$ cat src/design/gem_pkg.sv
// ----------------------------------------------------------------------------
// gem_pkg
// Shared types and constants of the gradient edge magnitude unit.
// ----------------------------------------------------------------------------
package gem_pkg;

	localparam int MAX_WIDTH_DEF = 1024;
	localparam int PIX_W         = 8;
	localparam int GRAD_W        = 11;
	localparam int HEIGHT_W      = 16;
	localparam int WIDTH_W       = 11;
	localparam int CFG_IDX_W     = 2;
	localparam int CFG_DATA_W    = 16;

	localparam logic [PIX_W-1:0] PIX_MAX  = 8'hFF;
	localparam logic [PIX_W-1:0] PIX_ZERO = 8'h00;

	localparam logic [CFG_IDX_W-1:0] CFG_EDGE_MODE    = 2'd0;
	localparam logic [CFG_IDX_W-1:0] CFG_IMAGE_WIDTH  = 2'd1;
	localparam logic [CFG_IDX_W-1:0] CFG_IMAGE_HEIGHT = 2'd2;

	localparam logic       MODE_ROBERTS   = 1'b0;
	localparam logic       MODE_PREWITT   = 1'b1;
	localparam logic       KIND_PAD       = 1'b1;

	// Signed gradient pair handed from front to back.
	typedef struct packed {
		logic signed [GRAD_W-1:0] gx;
		logic signed [GRAD_W-1:0] gy;
		logic                     last;
	} grad_item_t;

endpackage

$ cat src/design/gem_queue.sv
// ----------------------------------------------------------------------------
// gem_queue
// Two-entry queue of gradient pairs between front and back.
// ----------------------------------------------------------------------------
module gem_queue (
	input  logic                clk,
	input  logic                arst_n,
	input  logic                push,
	input  gem_pkg::grad_item_t push_data,
	output logic                full,
	input  logic                pop,
	output logic                not_empty,
	output gem_pkg::grad_item_t head
);

	import gem_pkg::*;

	grad_item_t slot_q [2];
	logic       wr_ptr_q, rd_ptr_q;
	logic [1:0] cnt_q;

	assign full      = (cnt_q == 2'd2);
	assign not_empty = (cnt_q != 2'd0);
	assign head      = slot_q[rd_ptr_q];

	always_ff @(posedge clk) begin
		if (push) begin
			slot_q[wr_ptr_q] <= push_data;
		end
	end

	always_ff @(posedge clk or negedge arst_n) begin
		if (!arst_n) begin
			wr_ptr_q <= 1'b0;
			rd_ptr_q <= 1'b0;
			cnt_q    <= 2'd0;
		end else begin
			if (push) begin
				wr_ptr_q <= !wr_ptr_q;
			end
			if (pop) begin
				rd_ptr_q <= !rd_ptr_q;
			end
			cnt_q <= cnt_q + 2'(push) - 2'(pop);
		end
	end

endmodule

$ cat config.mk
export PLATFORM = sky130hd
export DESIGN_NAME = gem_queue
export DESIGN_NICKNAME = d
export VERILOG_FILES = /design/src/design/gem_pkg.sv /design/src/design/gem_queue.sv
export SDC_FILE = /design/constraint.sdc
export NUM_CORES = 1
export LEC_CHECK = 0
export BUFFER_PORTS_ARGS = -buffer_cell sky130_fd_sc_hd__buf_2
export CORE_UTILIZATION = 55
export DETAILED_ROUTE_END_ITERATION = 10
export PLACE_DENSITY = 0.84
export SYNTH_ARGS = -nofsm -noshare
export SYNTH_HDL_FRONTEND = slang
export SYNTH_SLANG_ARGS = --single-unit
$ cat constraint.sdc
create_clock -name clk -period 2.85 [get_ports clk]
set_input_delay 0.57 -clock clk [delete_from_list [all_inputs] [get_ports clk]]
set_output_delay 0.57 -clock clk [all_outputs]
set_load 0.01 [all_outputs]
Yosys cells after proc, flatten, opt, wreduce, memory -nomap -nowiden

Memory sizes are Yosys's and may differ from the RTL's.
Index checks and enable logic that the tools add are counted.

Add/sub/neg operators: 2
Equal/unequal tests: 1
Reductions and logical operators: 3
Muxes and demuxes: 2

Operators by type and width:

| cell                                        | count |
|---|---|
| 2-bit by 1-bit adder with 2-bit output      | 1 |
| 2-bit equality test (second input constant) | 1 |
| 1-bit zero test                             | 2 |
| 1-bit two-way mux                           | 2 |
| 2-bit nonzero test                          | 1 |
| 2-bit by 1-bit subtractor with 2-bit output | 1 |

Output and inout port bits: 25
Flip-flop bits (word level): 4
Bits of input ports: 27
Word-level logic and storage cells: 12
Bits in writable memories: 46
Memories: 1

Memory list:

| memory | depth | bits a word | rd ports | clocked after memory_dff | write ports | line            | RTL |
|---|---|---|---|---|---|---|---|
| slot_q | 2     | 23          | 1        | 0                        | 1           | gem_queue.sv:18 | `grad_item_t slot_q [2];` |

Longest topological paths before layout

Depth after elaboration: 2
Depth in mapped cells: 5

Worst setup path after synthesis

No wires, ideal clock.

Kind: input -> register
Start point: input push
End point: memory slot_q[0][0] (netlist bit) (enable)
Library setup time: 0.405 ns
Buffers on the path: 0
Stages on the path: 1
Arrival time: 1.633 ns
Required time: 2.445 ns
Slack: 0.811 ns
Path through: nor2b_1

Cells in the longest elaborated chain, start to end: 2

Ends and longest elaborated chain:

| item                                    | line            | RTL |
|---|---|---|
| start, declared                         | gem_queue.sv:8  | `input logic push,` |
| 1-bit two-way mux                       | gem_queue.sv:27 | `if (push) begin` |
| 1-bit two-way mux (implied by the code) | gem_queue.sv:28 | `slot_q[wr_ptr_q] <= push_data;` |
| end, declared                           | gem_queue.sv:18 |  |

Every way passes these cells.

==> key figures <==
Outcome
  • Status: finished clean

Routing
  • Detailed Route Iter0 Violations: 22
  • Antenna-violating nets left: 0
  • DRC viols: 0
  • Vias: 954
  • Per-cell routed wire length: 14.8 µm
  • Drt first pass iters: 4
  • Drt total wl: 2840 µm
  • Via/cell ratio: 4.97

Place
  • Routability congestion estimate: 0.649
  • Post-DP HPWL: 2050 µm
  • I/O Buffers: 51

Die
  • Die Y: 61.7 µm
  • Top Ports: 52
  • Die ar.: 3810 µm²
  • FP Rows: 21
  • Core Region: 3390 µm²
  • Die W: 61.7 µm
  • Initial Utilization: 57.9%

Synthesis
  • Flops & latches, synth: 50
  • Post-Syn Nets: 116
  • Post-synthesis sequential area ratio: 75.5%
  • Yosys warns: 0
  • Unique cell type count in the Yosys netlist: 13
  • Synthesized instance count: 87
  • Synthesized area per cell: 22.6 µm²
  • Netlist Area Pre-Place: 1960 µm²

Setup path
  • Worst setup EP type: primary output
  • Kind of critical path: flop to primary output
  • Critical Path Slowest Stage Cell: mux2_2
  • Largest delay share family, worst path: buffers and inverters
  • R2R Setup Slk: 1330 ps
  • Reg2Reg Depth: 2
  • Worst path cell trace: buf_4 -> mux2_2 -> buf_2
  • CP Buf/Inv Count: 2
  • Max incr delay on CP: 370 ps
  • CP startpoint kind: flop
  • R2r startpoint: wr_ptr_q$_DFFE_PN0P_
  • CP arrival: 1490 ps
  • Reg-to-Reg End: slot_q[0][1]$_DFFE_PP_
  • Critical Path RT: 2280 ps
  • Crit-path max FO: 15

Timing
  • Tcrit/Tclk final: 72.3%
  • Setup_tns: 0 ps
  • Crit path time final: 2060 ps
  • Max_slew headroom: 63.4%
  • RSZ-0062 raised after global routing: no
  • Hold Violations, Final: 0
  • Endpoints failing setup: 0
  • Final Max Tran Viols: 0
  • Worst hold slack: 398 ps
  • Fmax: 485 MHz
  • Least-Margin Pin Slew: 546 ps
  • Fin Clk Skew: 7.16 ps

Clock network
  • Root Driver: clkbuf_4
  • Reg clk slew, reported paths: 120 ps
  • Clock sinks: 50
  • Clock Latency Late Sink: 350 ps
  • TritonCTS buffer count: 5
  • Post-cts gate resize count: 0
  • Setup bufs post-CTS: 0
  • # H-tree levels: 2
  • CTS tree: done
  • Clk buf depth: 2

Pwr
  • Pleak: 0.960 nW
  • Maximum vdd ir drop: 0.564 mV
  • Pwr Density: 896 nW/µm²

Global route
  • Largest net degree at the start of global routing: 19
  • Gr ovfl total: 0
  • Initial antenna violation count: 0
  • GR Util All Layers: 15.7%
  • Vias in the first global route: 882
  • First-pass GRT wire length: 3880 µm

Layout
  • Antenna diodes: 0
  • Fillers: 248
  • Most frequent cells in the layout: buf_2 (51), edfxtp_1 (46), mux2_4 (19)
  • Area Overhead vs Synth: 17.6%
  • Layout cells sized above 1: 58.2%
  • Most common cell after layout, fill and taps aside: buf_2
  • Final #Nets: 176
  • Final core occ: 68.1%

Hold path
  • Hold_sp: push_data[15]
  • Hold path depth: 1
  • Hold Path Sink: slot_q[0][15]$_DFFE_PP_
  • Worst Hold Class: input port to flop

Flow run
  • MaxCap Viol Count: 0
[cells in the mapped netlist]
library cell | instances | area, µm²
mux2_2 | 4 | 45.0
and2_1 | 1 | 6.26
buf_12 | 2 | 40.0
ha_1 | 2 | 25.0
inv_1 | 2 | 7.51
buf_6 | 1 | 11.3
dfrtp_1 | 4 | 100
xor3_1 | 1 | 23.8
edfxtp_1 | 46 | 1380
or2_2 | 1 | 6.26
xor2_1 | 2 | 17.5
mux2_4 | 19 | 285
nor2b_1 | 2 | 12.5
[routing by layer]
layer / vias up / share of wire (%) / GRT usage (%)
met1: 462 / 41 / 17.7
met2: 37 / 52 / 26.0
met4: 0 / 2.0 / 8.57
met3: 5 / 6.0 / 6.21
li1: 450 / - / -
met5: - / 0 / 0
[worst max-delay path by stage]
stage / startpoint / endpoint / slack [ps] / depth (start not counted)
after floorplan: push / slot_q[0][0]$_DFFE_PP_ / 810 / 1
after global placement: push / slot_q[0][1]$_DFFE_PP_ / 1080 / 3
after detailed placement: push / slot_q[0][8]$_DFFE_PP_ / 1000 / 3
after CTS: rd_ptr_q$_DFFE_PN0P_ / head[1] / 760 / 3
after global routing: rd_ptr_q$_DFFE_PN0P_ / head[1] / 710 / 3
final: rd_ptr_q$_DFFE_PN0P_ / head[1] / 790 / 3
[sequential cells by signal (all words and copies together), names as in the netlist]
signal    flops
rd_ptr_q      1
slot_q       46
wr_ptr_q      1
cnt_q         2
[where the power goes]
group | switching [mW] | internal [mW]
Combinational | 0.355 | 0.408
Clock | 0.189 | 0.0846
Sequential | 0.0505 | 0.980
Total | 0.595 | 1.47
[logic make-up after synthesis]
group                    after synthesis  share of synthesized area, %
multiplexers                          23                          16.8
flip-flops                            50                          75.5
adder cells (fa/ha/maj)                2                          1.28
AND/OR/NAND/NOR                        4                          1.28
XOR/XNOR                               3                          2.10
buffers and inverters                  5                          3.00
[final cells by class]
type | instances | area, µm² | share of cell area (%)
clock inverters | 1 | 3.75 | 0.163
inverters | 2 | 7.51 | 0.325
clock buffers | 5 | 37.5 | 1.63
multi-input cells | 32 | 424 | 18.4
flip-flops and latches | 50 | 1480 | 64.2
repair buffers | 56 | 295 | 12.8
well taps | 46 | 57.6 | 2.49
[timing repair]
action	in CTS	in global routing
endpoints found under the setup margin	0	0
hold endpoints to repair	4	0
hold buffers	1	0
[metrics by stage]
stage | setup slack [ps] | area (µm²) | instances | power [mW]
floorplan | 811 | 1960 | 87 | 1.63
global placement | 1080 | 2260 | 185 | 1.79
detailed placement | 1000 | 2260 | 185 | 1.82
CTS | 758 | 2310 | 192 | 2.09
global route | 705 | 2310 | 192 | 2.18
finish | 790 | 2310 | 192 | 2.07
Power figures use the tool's default switching activity.
