[config.mk]
export PLATFORM = sky130hd
export DESIGN_NAME = gem_back
export DESIGN_NICKNAME = d
export VERILOG_FILES = /design/src/design/gem_pkg.sv /design/src/design/gem_back.sv
export SDC_FILE = /design/constraint.sdc
export NUM_CORES = 1
export LEC_CHECK = 0
export BUFFER_PORTS_ARGS = -buffer_cell sky130_fd_sc_hd__buf_2
export CORE_AREA = 2 2 159 161
export DETAILED_ROUTE_END_ITERATION = 16
export DIE_AREA = 0 0 161 163
export PLACE_DENSITY = 0.65
export SKIP_LAST_GASP = 1
export SLEW_MARGIN = 0
export SYNTH_ARGS = -nofsm -noshare
export SYNTH_HDL_FRONTEND = slang
export SYNTH_SLANG_ARGS = --single-unit
[constraint.sdc]
create_clock -name clk -period 7.9 [get_ports clk]
set_input_delay 1.58 -clock clk [delete_from_list [all_inputs] [get_ports clk]]
set_output_delay 1.58 -clock clk [all_outputs]
set_load 0.05 [all_outputs]
[src/design/gem_pkg.sv]
// ----------------------------------------------------------------------------
// gem_pkg
// Shared types and constants of the gradient edge magnitude unit.
// ----------------------------------------------------------------------------
package gem_pkg;

	localparam int MAX_WIDTH_DEF = 1024;
	localparam int PIX_W         = 8;
	localparam int GRAD_W        = 11;
	localparam int HEIGHT_W      = 16;
	localparam int WIDTH_W       = 11;
	localparam int CFG_IDX_W     = 2;
	localparam int CFG_DATA_W    = 16;

	localparam logic [PIX_W-1:0] PIX_MAX  = 8'hFF;
	localparam logic [PIX_W-1:0] PIX_ZERO = 8'h00;

	localparam logic [CFG_IDX_W-1:0] CFG_EDGE_MODE    = 2'd0;
	localparam logic [CFG_IDX_W-1:0] CFG_IMAGE_WIDTH  = 2'd1;
	localparam logic [CFG_IDX_W-1:0] CFG_IMAGE_HEIGHT = 2'd2;

	localparam logic       MODE_ROBERTS   = 1'b0;
	localparam logic       MODE_PREWITT   = 1'b1;
	localparam logic       KIND_PAD       = 1'b1;

	// Signed gradient pair handed from front to back.
	typedef struct packed {
		logic signed [GRAD_W-1:0] gx;
		logic signed [GRAD_W-1:0] gy;
		logic                     last;
	} grad_item_t;

endpackage

[src/design/gem_back.sv]
// ----------------------------------------------------------------------------
// gem_back
// Turns a gradient pair into a saturated magnitude: squares, sum, then a
// bit-per-cycle square root, into the output register.
// ----------------------------------------------------------------------------
module gem_back (
	input  logic                      clk,
	input  logic                      arst_n,
	input  logic                      q_valid,
	input  gem_pkg::grad_item_t       q_head,
	output logic                      pop,
	output logic                      m_tvalid,
	input  logic                      m_tready,
	output logic [gem_pkg::PIX_W-1:0] m_tdata,
	output logic                      m_tlast
);

	import gem_pkg::*;

	typedef enum logic [4:0] {
		B_IDLE = 5'b00001,
		B_SQ   = 5'b00010,
		B_SUM  = 5'b00100,
		B_ROOT = 5'b01000,
		B_DONE = 5'b10000
	} back_state_t;

	back_state_t          state_q;
	logic [9:0]           ax_q, ay_q;
	logic                 last_q;
	logic [19:0]          sqx_s1, sqy_s1;
	logic [20:0]          v_q;
	logic [PIX_W-1:0]     res_q, bit_q, t;
	logic [15:0]          tt;
	logic [GRAD_W-1:0]    ax_full, ay_full;
	logic                 load;
	logic                 out_valid_q, out_last_q;
	logic [PIX_W-1:0]     out_value_q;

	assign pop     = (state_q == B_IDLE) && q_valid;
	assign ax_full = q_head.gx[GRAD_W-1] ? GRAD_W'(-q_head.gx) : q_head.gx;
	assign ay_full = q_head.gy[GRAD_W-1] ? GRAD_W'(-q_head.gy) : q_head.gy;
	assign t       = res_q | bit_q;
	assign tt      = t * t;
	assign load    = (state_q == B_DONE) && (!out_valid_q || m_tready);

	assign m_tvalid = out_valid_q;
	assign m_tdata  = out_value_q;
	assign m_tlast  = out_last_q;

	always_ff @(posedge clk) begin
		case (state_q)
			B_IDLE: begin
				ax_q   <= ax_full[9:0];
				ay_q   <= ay_full[9:0];
				last_q <= q_head.last;
				res_q  <= PIX_ZERO;
				bit_q  <= 8'h80;
			end
			B_SQ: begin
				sqx_s1 <= ax_q * ax_q;
				sqy_s1 <= ay_q * ay_q;
			end
			B_SUM: begin
				v_q <= 21'(sqx_s1) + 21'(sqy_s1);
			end
			B_ROOT: begin
				if (21'(tt) <= v_q) begin
					res_q <= t;
				end
				bit_q <= bit_q >> 1;
			end
			default: ;
		endcase
		if (load) begin
			out_value_q <= (v_q[20:16] != '0) ? PIX_MAX : res_q;
			out_last_q  <= last_q;
		end
	end

	always_ff @(posedge clk or negedge arst_n) begin
		if (!arst_n) begin
			state_q     <= B_IDLE;
			out_valid_q <= 1'b0;
		end else begin
			case (state_q)
				B_IDLE: if (q_valid) begin
					state_q <= B_SQ;
				end
				B_SQ:   state_q <= B_SUM;
				B_SUM:  state_q <= B_ROOT;
				B_ROOT: if (bit_q[0]) begin
					state_q <= B_DONE;
				end
				B_DONE: if (load) begin
					state_q <= B_IDLE;
				end
				default: state_q <= B_IDLE;
			endcase
			if (load) begin
				out_valid_q <= 1'b1;
			end else if (m_tready) begin
				out_valid_q <= 1'b0;
			end
		end
	end

endmodule

Yosys cells after proc, flatten, opt, wreduce, memory -nomap -nowiden
Cells that the tools add are included.
{"block": "word_totals", "ff_bits": 113, "input_bits": 27, "out_inout_bits": 11, "elab_cells": 49}
{"block": "op_classes", "addsub": 3, "n_mul": 3, "order_cmp": 1, "eq_ne": 9, "n_mux": 11, "n_bitwise": 1, "reduce_logical": 9}
{"operator": "multiplier 10 x 10 -> 20 bit", "n": 2}
{"operator": "case mux 8 bit (2 select lines)", "n": 2}
{"operator": "case mux 5 bit (5 select lines)", "n": 1}
{"operator": "adder 20 x 20 -> 21 bit", "n": 1}
{"operator": "<= comparator 16 x 21 -> 1 bit", "n": 1}
{"operator": "2-to-1 mux 10 bit", "n": 2}
{"operator": "negator 10 bit", "n": 2}
{"operator": "multiplier 8 x 8 -> 16 bit", "n": 1}
{"operator": "2-to-1 mux 5 bit", "n": 3}
{"operator": "2-to-1 mux 8 bit", "n": 1}
{"operator": "!= test 2 bit (second input constant)", "n": 4}
{"operator": "bitwise OR 8 bit", "n": 1}
{"operator": "equality test 5 x 1 -> 1 bit (second input constant)", "n": 1}
{"operator": "equality test 5 x 2 -> 1 bit (second input constant)", "n": 1}
{"operator": "equality test 5 x 3 -> 1 bit (second input constant)", "n": 1}
{"operator": "equality test 5 x 4 -> 1 bit (second input constant)", "n": 1}
{"operator": "equality test 5 bit (second input constant)", "n": 1}
{"operator": "nonzero test 5 bit", "n": 1}
{"operator": "nonzero test 2 bit", "n": 2}
{"operator": "AND reduction 3 bit", "n": 1}
{"operator": "logical AND 1 bit", "n": 2}
{"operator": "2-to-1 mux 1 bit", "n": 2}
{"operator": "AND reduction 2 bit", "n": 1}
{"operator": "zero test 1 bit", "n": 1}
{"operator": "logical OR 1 bit", "n": 1}

Logic depth before layout (Yosys ltp)
Gate-level depths: netlist (run 1).
{"block": "logic_depth", "ltp_word": 5, "ltp_mapped": 23, "depth_no_buf": 23}

Worst setup path before layout (run 1)
No wires, ideal clock.
{"block": "synth_path", "kind": "register to register", "start": "register bit_q[5]", "end": "register res_q[0], enable pin", "setup_time_ps": 375, "arrival_ps": 5693, "t_required_ps": 7525, "path_slack_ps": 1831, "stages_incl_launch_ff": 22, "n_path_buf": 0, "synth_period_minus_slack_ps": 6069, "cell_sequence": "edfxtp_1 -> nor2_1 -> inv_1 -> nand2_1 -> inv_1 -> fa_1 -> fa_1 -> inv_1 -> fa_1 -> fa_1 -> inv_1 -> ha_1 -> o21ai_0 -> a21oi_1 -> o41ai_1 -> o21ai_0 -> xor2_1 -> ha_1 -> a21o_1 -> a221oi_1 -> o211ai_1 -> a21oi_1"}
{"block": "synth_between", "elab_chain_len": 5}
{"item": "from (decl)", "line_no": "gem_back.sv:33", "rtl": "logic [PIX_W-1:0] res_q, bit_q, t;"}
{"item": "from (signal assigned)", "line_no": "gem_back.sv:71", "rtl": "bit_q <= bit_q >> 1;"}
{"item": "bitwise OR 8 bit", "line_no": "gem_back.sv:43", "rtl": "assign t = res_q | bit_q;"}
{"item": "via t[5]", "line_no": "gem_back.sv:33"}
{"item": "multiplier 8 x 8 -> 16 bit", "line_no": "gem_back.sv:44", "rtl": "assign tt = t * t;"}
{"item": "<= comparator 16 x 21 -> 1 bit", "line_no": "gem_back.sv:68", "rtl": "if (21'(tt) <= v_q) begin"}
{"item": "!= test 2 bit (no line)"}
{"item": "AND reduction 2 bit (no line)"}
{"item": "to (signal assigned)", "line_no": "gem_back.sv:69", "rtl": "res_q <= t;"}
{"item": "to (decl)", "line_no": "gem_back.sv:33"}
The timed path passes the listed nets, and every way through them passes these cells.
A chain may end at the register's enable or synchronous reset.

Final worst setup path (run 1)
{"block": "layout_path", "start": "register bit_q[0]", "end": "register res_q[3], enable pin"}
{"block": "layout_between", "elab_chain_len": 5}
{"item": "bitwise OR 8 bit", "line_no": "gem_back.sv:43"}
{"item": "multiplier 8 x 8 -> 16 bit", "line_no": "gem_back.sv:44"}
{"item": "<= comparator 16 x 21 -> 1 bit", "line_no": "gem_back.sv:68"}
{"item": "!= test 2 bit (no line)"}
{"item": "AND reduction 2 bit (no line)"}
Every way passes these cells.

==> metrics.md, run 1 <==
| Metric | Value |
|---|---|
| Avg Inst Size Synth | `10.2 um^2` |
| Synth area leaders | `edfxtp_1 26%, fa_1 19%, ha_1 17%, inv_1 6.0%, xnor2_1 4.5%` |
| Crit path time final | `6.90 ns` |
| Largest net degree at the start of global routing | `40` |
| Design area | `12900 um^2` |
| TNS Setup | `0 ns` |
| Unrepaired setup endpoints after global routing | `no` |
| Post-synthesis async set-or-reset flop share | `5.41%` |
| # clock sinks | `111` |
| Synth Area in Compound Gates | `9.75%` |
| DRC | `0` |
| Clock Latency Late Sink | `0.38 ns` |
| CTS tree | `done` |
| Core footprint | `24700 um^2` |
| Syn Nets | `1491` |
| Worst-path clk slew | `0.10 ns` |
| Number of synthesized flops with an enable pin | `105` |
| Via-to-Cell Ratio | `5.21` |
| Critical Path End Type | `flop` |
| Final-layout fill cell count | `2234` |
| Final Max Slew Viols | `0` |
| Sequential fraction of the synthesis area | `27.4%` |
| Startpoint types | `flop` |
| CP max FO | `9` |
| Post-synthesis mux area share | `0.270%` |
| Post-Synth XOR/XNOR Area | `6.10%` |
| Die area | `26200 um^2` |
| Worst slew pin tran | `0.900 ns` |
| Reg2reg path depth | `20` |
| Synthesized cell area | `12100 um^2` |
| Fmax | `145 MHz` |
| Setup Skew | `0.0218 ns` |
| R2R setup slack | `1.00 ns` |
| Max-cap viol count | `0` |
| Clock buffer count from CTS | `9` |
| Total GRT Usage | `18.4%` |
| Drt total wl | `22100 um` |
| Area of the multi-input gates | `7940 um^2` |
| Crit path arrival time | `6.90 ns` |
| Setup CP Type | `reg -> reg` |
| Synth Area in Adders | `36.0%` |
| # nets final | `1518` |
| Hold Crit Start | `last_q` |
| Commonest non-fill, non-tap cells in the layout | `192 x inv_1, 160 x ha_1, 117 x fa_1` |
| Hold/Removal Path Class | `reg -> reg` |
| Chip Width | `161 um` |
| Status | `completed` |
| Cells after Synth | `1187` |
| Register bit total from synthesis | `111` |
| Post-route antenna net violation count | `0` |
| Cell Area, Placed | `12600 um^2` |
| Tcrit/Tclk final | `87.3%` |
| Share of cells above drive strength 1 | `6.89%` |
| Ant diodes | `0` |
| First-pass GRT wire length | `39100 um` |
| Hold Path Stages | `0` |
| Setup repair bufs after CTS | `0` |
| CTS-repair resized insts | `0` |
| Top FF cell, synth | `edfxtp_1` |
| Initial Utilization | `48.8%` |
| Initial antenna violation count | `0` |
| Final setup fails | `0` |
| Sequential cell area | `3300 um^2` |
| CTS Hold Bufs | `0` |
| Initial DRC count | `422` |
| HPWL reported at the end of detailed placement | `18200 um` |
| Post-synthesis simple-gate area fraction | `13.7%` |
| Routability cong. | `0.813` |
| Count of buffers from port buffering | `37` |
| CTS HTree Levels | `3` |
| Synth cell types | `63` |
| Slew headroom | `40.0%` |
| YS warnings | `0` |
| Area Overhead vs Synth | `7.16%` |
| Total global routing overflow | `0` |
| WP data required | `7.90 ns` |
| Area fraction of the dominant cell type after synthesis | `26.2%` |
| 1st-pass router iterations | `5` |
| Post-synth top area cell | `edfxtp_1` |
| Core Rows | `58` |
| WL/cell | `14.3 um` |
| Endpoints failing hold | `0` |
| Die H | `163 um` |
| Worst r2r dst | `res_q[3]` |
| Critical R2R Launch | `bit_q[0]` |
| CTS Buffer Depth | `2` |
| Largest family of logic cells by synthesized area | `adder cells` |
| I/O pin count | `38` |
| CTS Root Cell | `clkbuf_16` |
| Vias in the first global route | `8332` |
| Hold Path End | `m_tlast` |
| Vias | `8075` |
| Commonest non-fill, non-tap cell in the layout | `inv_1` |
per-stage QoR:
step | setup slack (ns) | instances | hold slack [ns] | util, %
5_1_grt | 0.491 | 1549 | 0.489 | 52.3
3_5_place_dp | 1.04 | 1533 | 0.443 | 51.0
6_report | 1.00 | 1549 | 0.468 | 52.3
3_3_place_gp | 1.17 | 1533 | 0.439 | 51.0
4_1_cts | 0.988 | 1549 | 0.466 | 52.3
2_1_floorplan | 1.83 | 1187 | 0.400 | -
area by class of cell:
type,instances,share of cell area [%]
timing repair buffer,41,1.67
clock inverter,7,0.727
clock buffer,9,1.74
inverter,192,5.58
sequential,111,25.6
tap,330,3.20
multi-input combinational,859,61.5
worst max-delay path: stages, from the launching register on:
cell and delay (ns):
edfxtp_1 0.48, nor2_1 0.54, nor2_1 0.22, fa_1 0.46, fa_1 0.51, inv_1 0.06
fa_1 0.50, fa_1 0.54, inv_1 0.04, ha_1 0.31, o21ai_0 0.12, a21oi_1 0.09
o41ai_1 0.59, o21bai_1 0.18, xor2_1 0.18, ha_1 0.20, a21o_1 0.19, a21o_1 0.18
a221oi_1 0.29, o211ai_1 0.13, a21oi_1 0.71
cells in the mapped netlist, types with 22 or more instances:
| library cell | n |
|---|---|
| nor2_1 | 77 |
| nand2_1 | 74 |
| o21ai_0 | 29 |
| edfxtp_1 | 105 |
| xor2_1 | 22 |
| fa_1 | 117 |
| inv_1 | 192 |
| a21oi_1 | 39 |
| ha_1 | 160 |
| xnor2_1 | 62 |
| clkbuf_1 | 25 |
| and2_1 | 66 |
| a21o_1 | 25 |
per-layer routing:
metal  wire length (um)  track usage (%)
met1              10200             23.9
met2              10900             32.5
met3                469             1.76
met4                529             5.80
met5                  0                0
registers in the layout, summed over array words and instances, names as in the netlist, 5 cells and up:
signal and cells:
state_q 5, res_q 8, bit_q 8, ax_q 10
sqy_s1 19, sqx_s1 19, m_tdata 8, v_q 21
ay_q 10
how the worst max path moves through the flow:
stage	start	to	cells past startpoint
finish	bit_q[0]	res_q[3]	20
global route	bit_q[0]	res_q[3]	20
CTS	bit_q[0]	res_q[3]	19
detailed placement	bit_q[0]	res_q[1]	20
global placement	bit_q[2]	res_q[3]	19
floorplan	bit_q[5]	res_q[0]	21
cell families after synthesis:
logic type,after synthesis
AOI/OAI and AO/OA,171
adders and majority gates,277
buffers and inverters,217
DFF,111
muxes,3
xor gates and xnor gates,84
and+or+nand+nor,324
Power of run 1 is left out: the tool's default activity adds up to more than one toggle a clock period on the data nets, which glitch-free logic cannot reach.
==> inputs of run 2 (changes only) <==
REMOVE_ABC_BUFFERS = 1   (was not set)
==> run 2 against run 1 <==
Sequential cell count did not move; clock-buffer cell count did not move; register-to-register slack got worse by 0.03 ns; sequential share of layout area barely moved; critical path depth rose by 1; non-clock buffer count rose by 1; die area did not move; highest routed layer unchanged; cell area fell by 0.11%.
==> metrics.md, run 2 (synthesis gave the netlist of run 1 again) <==
| Metric | Value |
|---|---|
| CTS-repair resized insts | `0` |
| Chip Width | `161 um` |
| Hold Path Stages | `0` |
| Critical Path End Type | `flop` |
| Routability cong. | `0.821` |
| Hold Path End | `m_tlast` |
| Total GRT Usage | `17.7%` |
| Tcrit/Tclk final | `87.7%` |
| Biggest regs | `v_q x21, sqx_s1 x19, sqy_s1 x19` |
| Max FFs per register | `21` |
| Crit path time final | `6.93 ns` |
| Commonest non-fill, non-tap cell in the layout | `inv_1` |
| Status | `completed` |
| Total global routing overflow | `0` |
| Share of cells above drive strength 1 | `6.97%` |
| Vias | `8031` |
| Die area | `26200 um^2` |
| WHS | `0.426 ns` |
| TNS Setup | `0 ns` |
| Max-cap viol count | `0` |
| Count of buffers from port buffering | `37` |
| Commonest non-fill, non-tap cells in the layout | `192 x inv_1, 160 x ha_1, 117 x fa_1` |
| CP max FO | `8` |
| CTS Root Cell | `clkbuf_16` |
| Fmax | `144 MHz` |
| Post-route antenna net violation count | `0` |
| Total placed cells including tap cells | `1534` |
| Ant diodes | `0` |
| Initial antenna violation count | `0` |
| Critical R2R Launch | `bit_q[5]` |
| # clock sinks | `111` |
| Worst slew pin tran | `0.843 ns` |
| Hold Crit Start | `last_q` |
| I/O pin count | `38` |
| Slew headroom | `43.8%` |
| Worst-path clk slew | `0.08 ns` |
| CTS Hold Bufs | `0` |
| # nets final | `1519` |
| Area Overhead vs Synth | `7.05%` |
| Startpoint types | `flop` |
| Initial DRC count | `362` |
| Final setup fails | `0` |
| Unrepaired setup endpoints after global routing | `no` |
| Clock Latency Late Sink | `0.35 ns` |
| Setup CP Type | `reg -> reg` |
| Hold/Removal Path Class | `reg -> reg` |
| CTS Buffer Depth | `2` |
| Initial Utilization | `48.8%` |
| CTS tree | `done` |
| Via-to-Cell Ratio | `5.18` |
| Core footprint | `24700 um^2` |
| Clock buffer count from CTS | `9` |
| Final cell count without fillers | `1550` |
| Endpoints failing hold | `0` |
| Drt total wl | `21400 um` |
| CTS HTree Levels | `3` |
| Largest net degree at the start of global routing | `40` |
| R2R setup slack | `0.97 ns` |
| Delay of the slowest cell on the worst path | `0.67 ns` |
| WP data required | `7.89 ns` |
| Worst r2r dst | `res_q[5]` |
| 1st-pass router iterations | `4` |
| Final Max Slew Viols | `0` |
| WL/cell | `13.8 um` |
| Vias in the first global route | `8136` |
| CP cell instances | `nor2_1 -> inv_1 -> nand2_1 -> inv_1 -> fa_1 -> fa_1 -> inv_1 -> fa_1 -> fa_1 -> inv_1 -> ha_1 -> o21ai_0 -> a21oi_1 -> o41ai_1 -> o21ai_0 -> xor2_1 -> ha_1 -> a21o_1 -> a221oi_1 -> o211ai_1 -> a21oi_1` |
| Worst path slowest cell | `a21oi_1` |
| Reg2reg path depth | `21` |
| HPWL reported at the end of detailed placement | `18000 um` |
| Setup repair bufs after CTS | `0` |
| Crit path arrival time | `6.92 ns` |
| First-pass GRT wire length | `38000 um` |
| Largest Register | `v_q` |
| Core Rows | `58` |
| DRC | `0` |
| Setup Skew | `0.0106 ns` |
| Die H | `163 um` |
[run 2: changes by cell type in the layout (fill, tap and decap cells not counted), sizes merged]
cell      previous run  this run
clkinv               3         2
clkinvlp             0         1
buf                 41        42
[run 2: worst max-delay path, delay by kind of cell (launching register included)]
family	cells	cell delay, ns
adder cells (fa/ha/maj)	6	2.68
flip-flops	1	0.39
AO/OA/AOI/OAI	8	2.22
buffers and inverters	4	0.42
AND/OR/NAND/NOR	2	0.63
XOR/XNOR	1	0.20
[run 2: cell type report]
| type | count | area [um^2] |
|---|---|---|
| Multi-Input combinational cell | 859 | 7940 |
| Clock buffer | 9 | 225 |
| Sequential cell | 111 | 3300 |
| Tap cell | 330 | 413 |
| Clock inverter | 7 | 72.6 |
| Fill cell | 2232 | 11800 |
| Inverter | 192 | 721 |
| Timing Repair Buffer | 42 | 223 |
[run 2: per-stage QoR]
step	setup slack (ns)	instance area, um^2	util, %
global placement	1.21	12600	51.1
global route	0.329	12900	52.3
CTS	0.974	12900	52.3
floorplan	1.83	12000	-
detailed placement	1.02	12600	51.1
finish	0.968	12900	52.3
[run 2: worst max-delay path by stage]
| stage | slack [ns] | startpoint | to | depth (start not counted) |
|---|---|---|---|---|
| 2_1_floorplan | 1.83 | bit_q[5] | res_q[0] | 21 |
| 3_3_place_gp | 1.21 | bit_q[5] | res_q[3] | 21 |
| 3_5_place_dp | 1.02 | bit_q[5] | res_q[1] | 21 |
| 4_1_cts | 0.97 | bit_q[5] | res_q[0] | 21 |
| 5_1_grt | 0.33 | bit_q[5] | res_q[5] | 21 |
| 6_report | 0.97 | bit_q[5] | res_q[5] | 21 |
[run 2: layer usage]
layer | GRT usage, % | part of all wire, % | up-vias | wire (um)
li1 | - | - | 4039 | -
met3 | 2.44 | 3.1 | 18 | 662
met4 | 3.57 | 1.2 | 0 | 256
met1 | 23.4 | 46 | 3881 | 9770
met5 | 0 | 0 | - | 0
met2 | 31.4 | 50 | 93 | 10700
Power of run 2 is left out for the same reason.
==> inputs of run 3 (changes only) <==
CELL_PAD_IN_SITES_DETAIL_PLACEMENT = 0   (was not set)
CELL_PAD_IN_SITES_GLOBAL_PLACEMENT = 2   (was not set)
CORE_AREA = 2 2 179 181   (was 2 2 159 161)
DIE_AREA = 0 0 181 183   (was 0 0 161 163)
PLACE_DENSITY = not set   (was 0.65)
PLACE_DENSITY_LB_ADDON = 0.1   (was not set)
clock period = 6.2 ns   (was 7.9 ns; I/O delays follow)
==> run 3 against run 2 <==
Cell area grew 1.9%; global-route usage shrank 2.1 points; clock skew grew 0.0099 ns; sequential cell count is the same; non-clock buffer count grew 17; sequential share of layout area shrank 0.49 points; utilization shrank 10 points; cell count grew 5.7%; first-iteration DRC count shrank 16%; critical path type unchanged.
==> metrics.md, run 3 (synthesis gave the netlist of run 1 again) <==
| Metric | Value |
|---|---|
| Largest net degree at the start of global routing | `40` |
| Commonest non-fill, non-tap cell in the layout | `inv_1` |
| Worst slew pin tran | `0.860 ns` |
| Clock Latency Late Sink | `0.37 ns` |
| Status | `completed` |
| CTS-repair resized insts | `0` |
| Final setup fails | `0` |
| DRC | `0` |
| Core Rows | `65` |
| CP max FO | `8` |
| Initial Utilization | `38.6%` |
| Setup Skew | `0.0205 ns` |
| Final cell count without fillers | `1639` |
| HPWL reported at the end of detailed placement | `19900 um` |
| Endpoints failing hold | `0` |
| Delay of the slowest cell on the worst path | `0.55 ns` |
| Worst-path clk slew | `0.09 ns` |
| Crit path arrival time | `5.90 ns` |
| Chip Width | `181 um` |
| TNS Setup | `0 ns` |
| Commonest non-fill, non-tap cells in the layout | `191 x inv_1, 160 x ha_1, 117 x fa_1` |
| CTS HTree Levels | `3` |
| Initial antenna violation count | `0` |
| Area Overhead vs Synth | `9.13%` |
| I/O pin count | `38` |
| Core footprint | `31200 um^2` |
| Biggest regs | `v_q x21, sqx_s1 x19, sqy_s1 x19` |
| Clock buffer count from CTS | `9` |
| CP cell instances | `nor2_1 -> nor2_1 -> fa_1 -> fa_1 -> inv_1 -> fa_1 -> fa_1 -> inv_1 -> ha_1 -> o21ai_0 -> a21oi_1 -> a31o_2 -> a31oi_1 -> xnor2_1 -> ha_1 -> a21o_1 -> a21o_1 -> a221oi_2 -> o211ai_1 -> a21oi_1 -> buf_4` |
| Via-to-Cell Ratio | `4.87` |
| Count of buffers from port buffering | `37` |
| Most frequent CP cell | `fa_1` |
| Max-cap viol count | `0` |
| Crit path time final | `5.83 ns` |
| Die H | `183 um` |
| Hold/Removal Path Class | `reg -> reg` |
| Tcrit/Tclk final | `94.0%` |
| Total placed cells including tap cells | `1623` |
| CTS tree | `done` |
| Drt total wl | `23800 um` |
| Max FFs per register | `21` |
| Final Max Slew Viols | `0` |
| WL/cell | `14.5 um` |
| Unrepaired setup endpoints after global routing | `no` |
| Initial DRC count | `303` |
| # clock sinks | `111` |
| CTS Root Cell | `clkbuf_16` |
| Share of cells above drive strength 1 | `8.65%` |
| Setup CP Type | `reg -> reg` |
| CTS Buffer Depth | `2` |
| Setup repair bufs after CTS | `0` |
| Worst path slowest cell | `fa_1` |
| Vias | `7990` |
| Fmax | `172 MHz` |
| Startpoint types | `flop` |
| # nets final | `1536` |
| Die area | `33100 um^2` |
| Slew headroom | `42.7%` |
| WP data required | `6.27 ns` |
| WHS | `0.430 ns` |
| Vias in the first global route | `8507` |
| CTS Hold Bufs | `0` |
| Total global routing overflow | `0` |
| Ant diodes | `0` |
| 1st-pass router iterations | `4` |
| Largest Register | `v_q` |
| Total GRT Usage | `15.6%` |
| First-pass GRT wire length | `41800 um` |
| Critical Path End Type | `flop` |
| Post-route antenna net violation count | `0` |
| Routability cong. | `0.829` |
## run 3: changes by cell type in the layout (fill, tap and decap cells not counted), sizes merged
cell / previous run / this run
clkinv: 2 / 4
clkinvlp: 1 / 0
inv: 196 / 195
buf: 42 / 59
## run 3: worst paths after layout
path / start / endpoint / slack, ns / cells past startpoint
setup / recovery: bit_q[1] / res_q[6] / 0.37 / 21
hold / removal: last_q / m_tlast / 0.43 / 0
setup reg to reg: bit_q[1] / res_q[6] / 0.37 / 21
hold reg to reg: last_q / m_tlast / 0.43 / 0
max in group asynchronous: arst_n / state_q[0] / 5.29 / 1
min in group asynchronous: arst_n / m_tvalid / 0.68 / 1
## run 3: layer usage
metal  up-vias  GRT usage [%]  share of wire, %
li1       4073              -                 -
met1      3842           20.2                47
met2        61           28.5                50
met3        14           2.07               1.9
met4         0           2.57              0.73
met5         -              0                 0
## run 3: metrics by stage
step | instance area, um^2 | setup slack (ns) | util [%]
after floorplan | 12000 | 0.131 | -
after global placement | 12800 | 0.314 | 41.1
after detailed placement | 12800 | 0.238 | 41.1
after CTS | 13100 | 0.203 | 42.1
after global routing | 13200 | 0.0187 | 42.1
final | 13200 | 0.375 | 42.1
## run 3: final cells by class
type                       count  area [um^2]
fill                        3117        18100
multi-input combinational    859         7960
sequential                   111         3300
inverter                     192          721
tap                          402          503
timing repair buffer          59          350
clock buffer                   9          225
clock inverter                 7         86.3
## run 3: critical path: cells and delay by family, from the launching register on
kind / cells / cell delay, ns
adders and majority gates: 6 / 2.68
and+or+nand+nor: 2 / 0.37
xor gates and xnor gates: 1 / 0.14
AOI/OAI and AO/OA: 9 / 1.58
DFF: 1 / 0.44
buffers and inverters: 3 / 0.30
Power of run 3 is left out for the same reason.
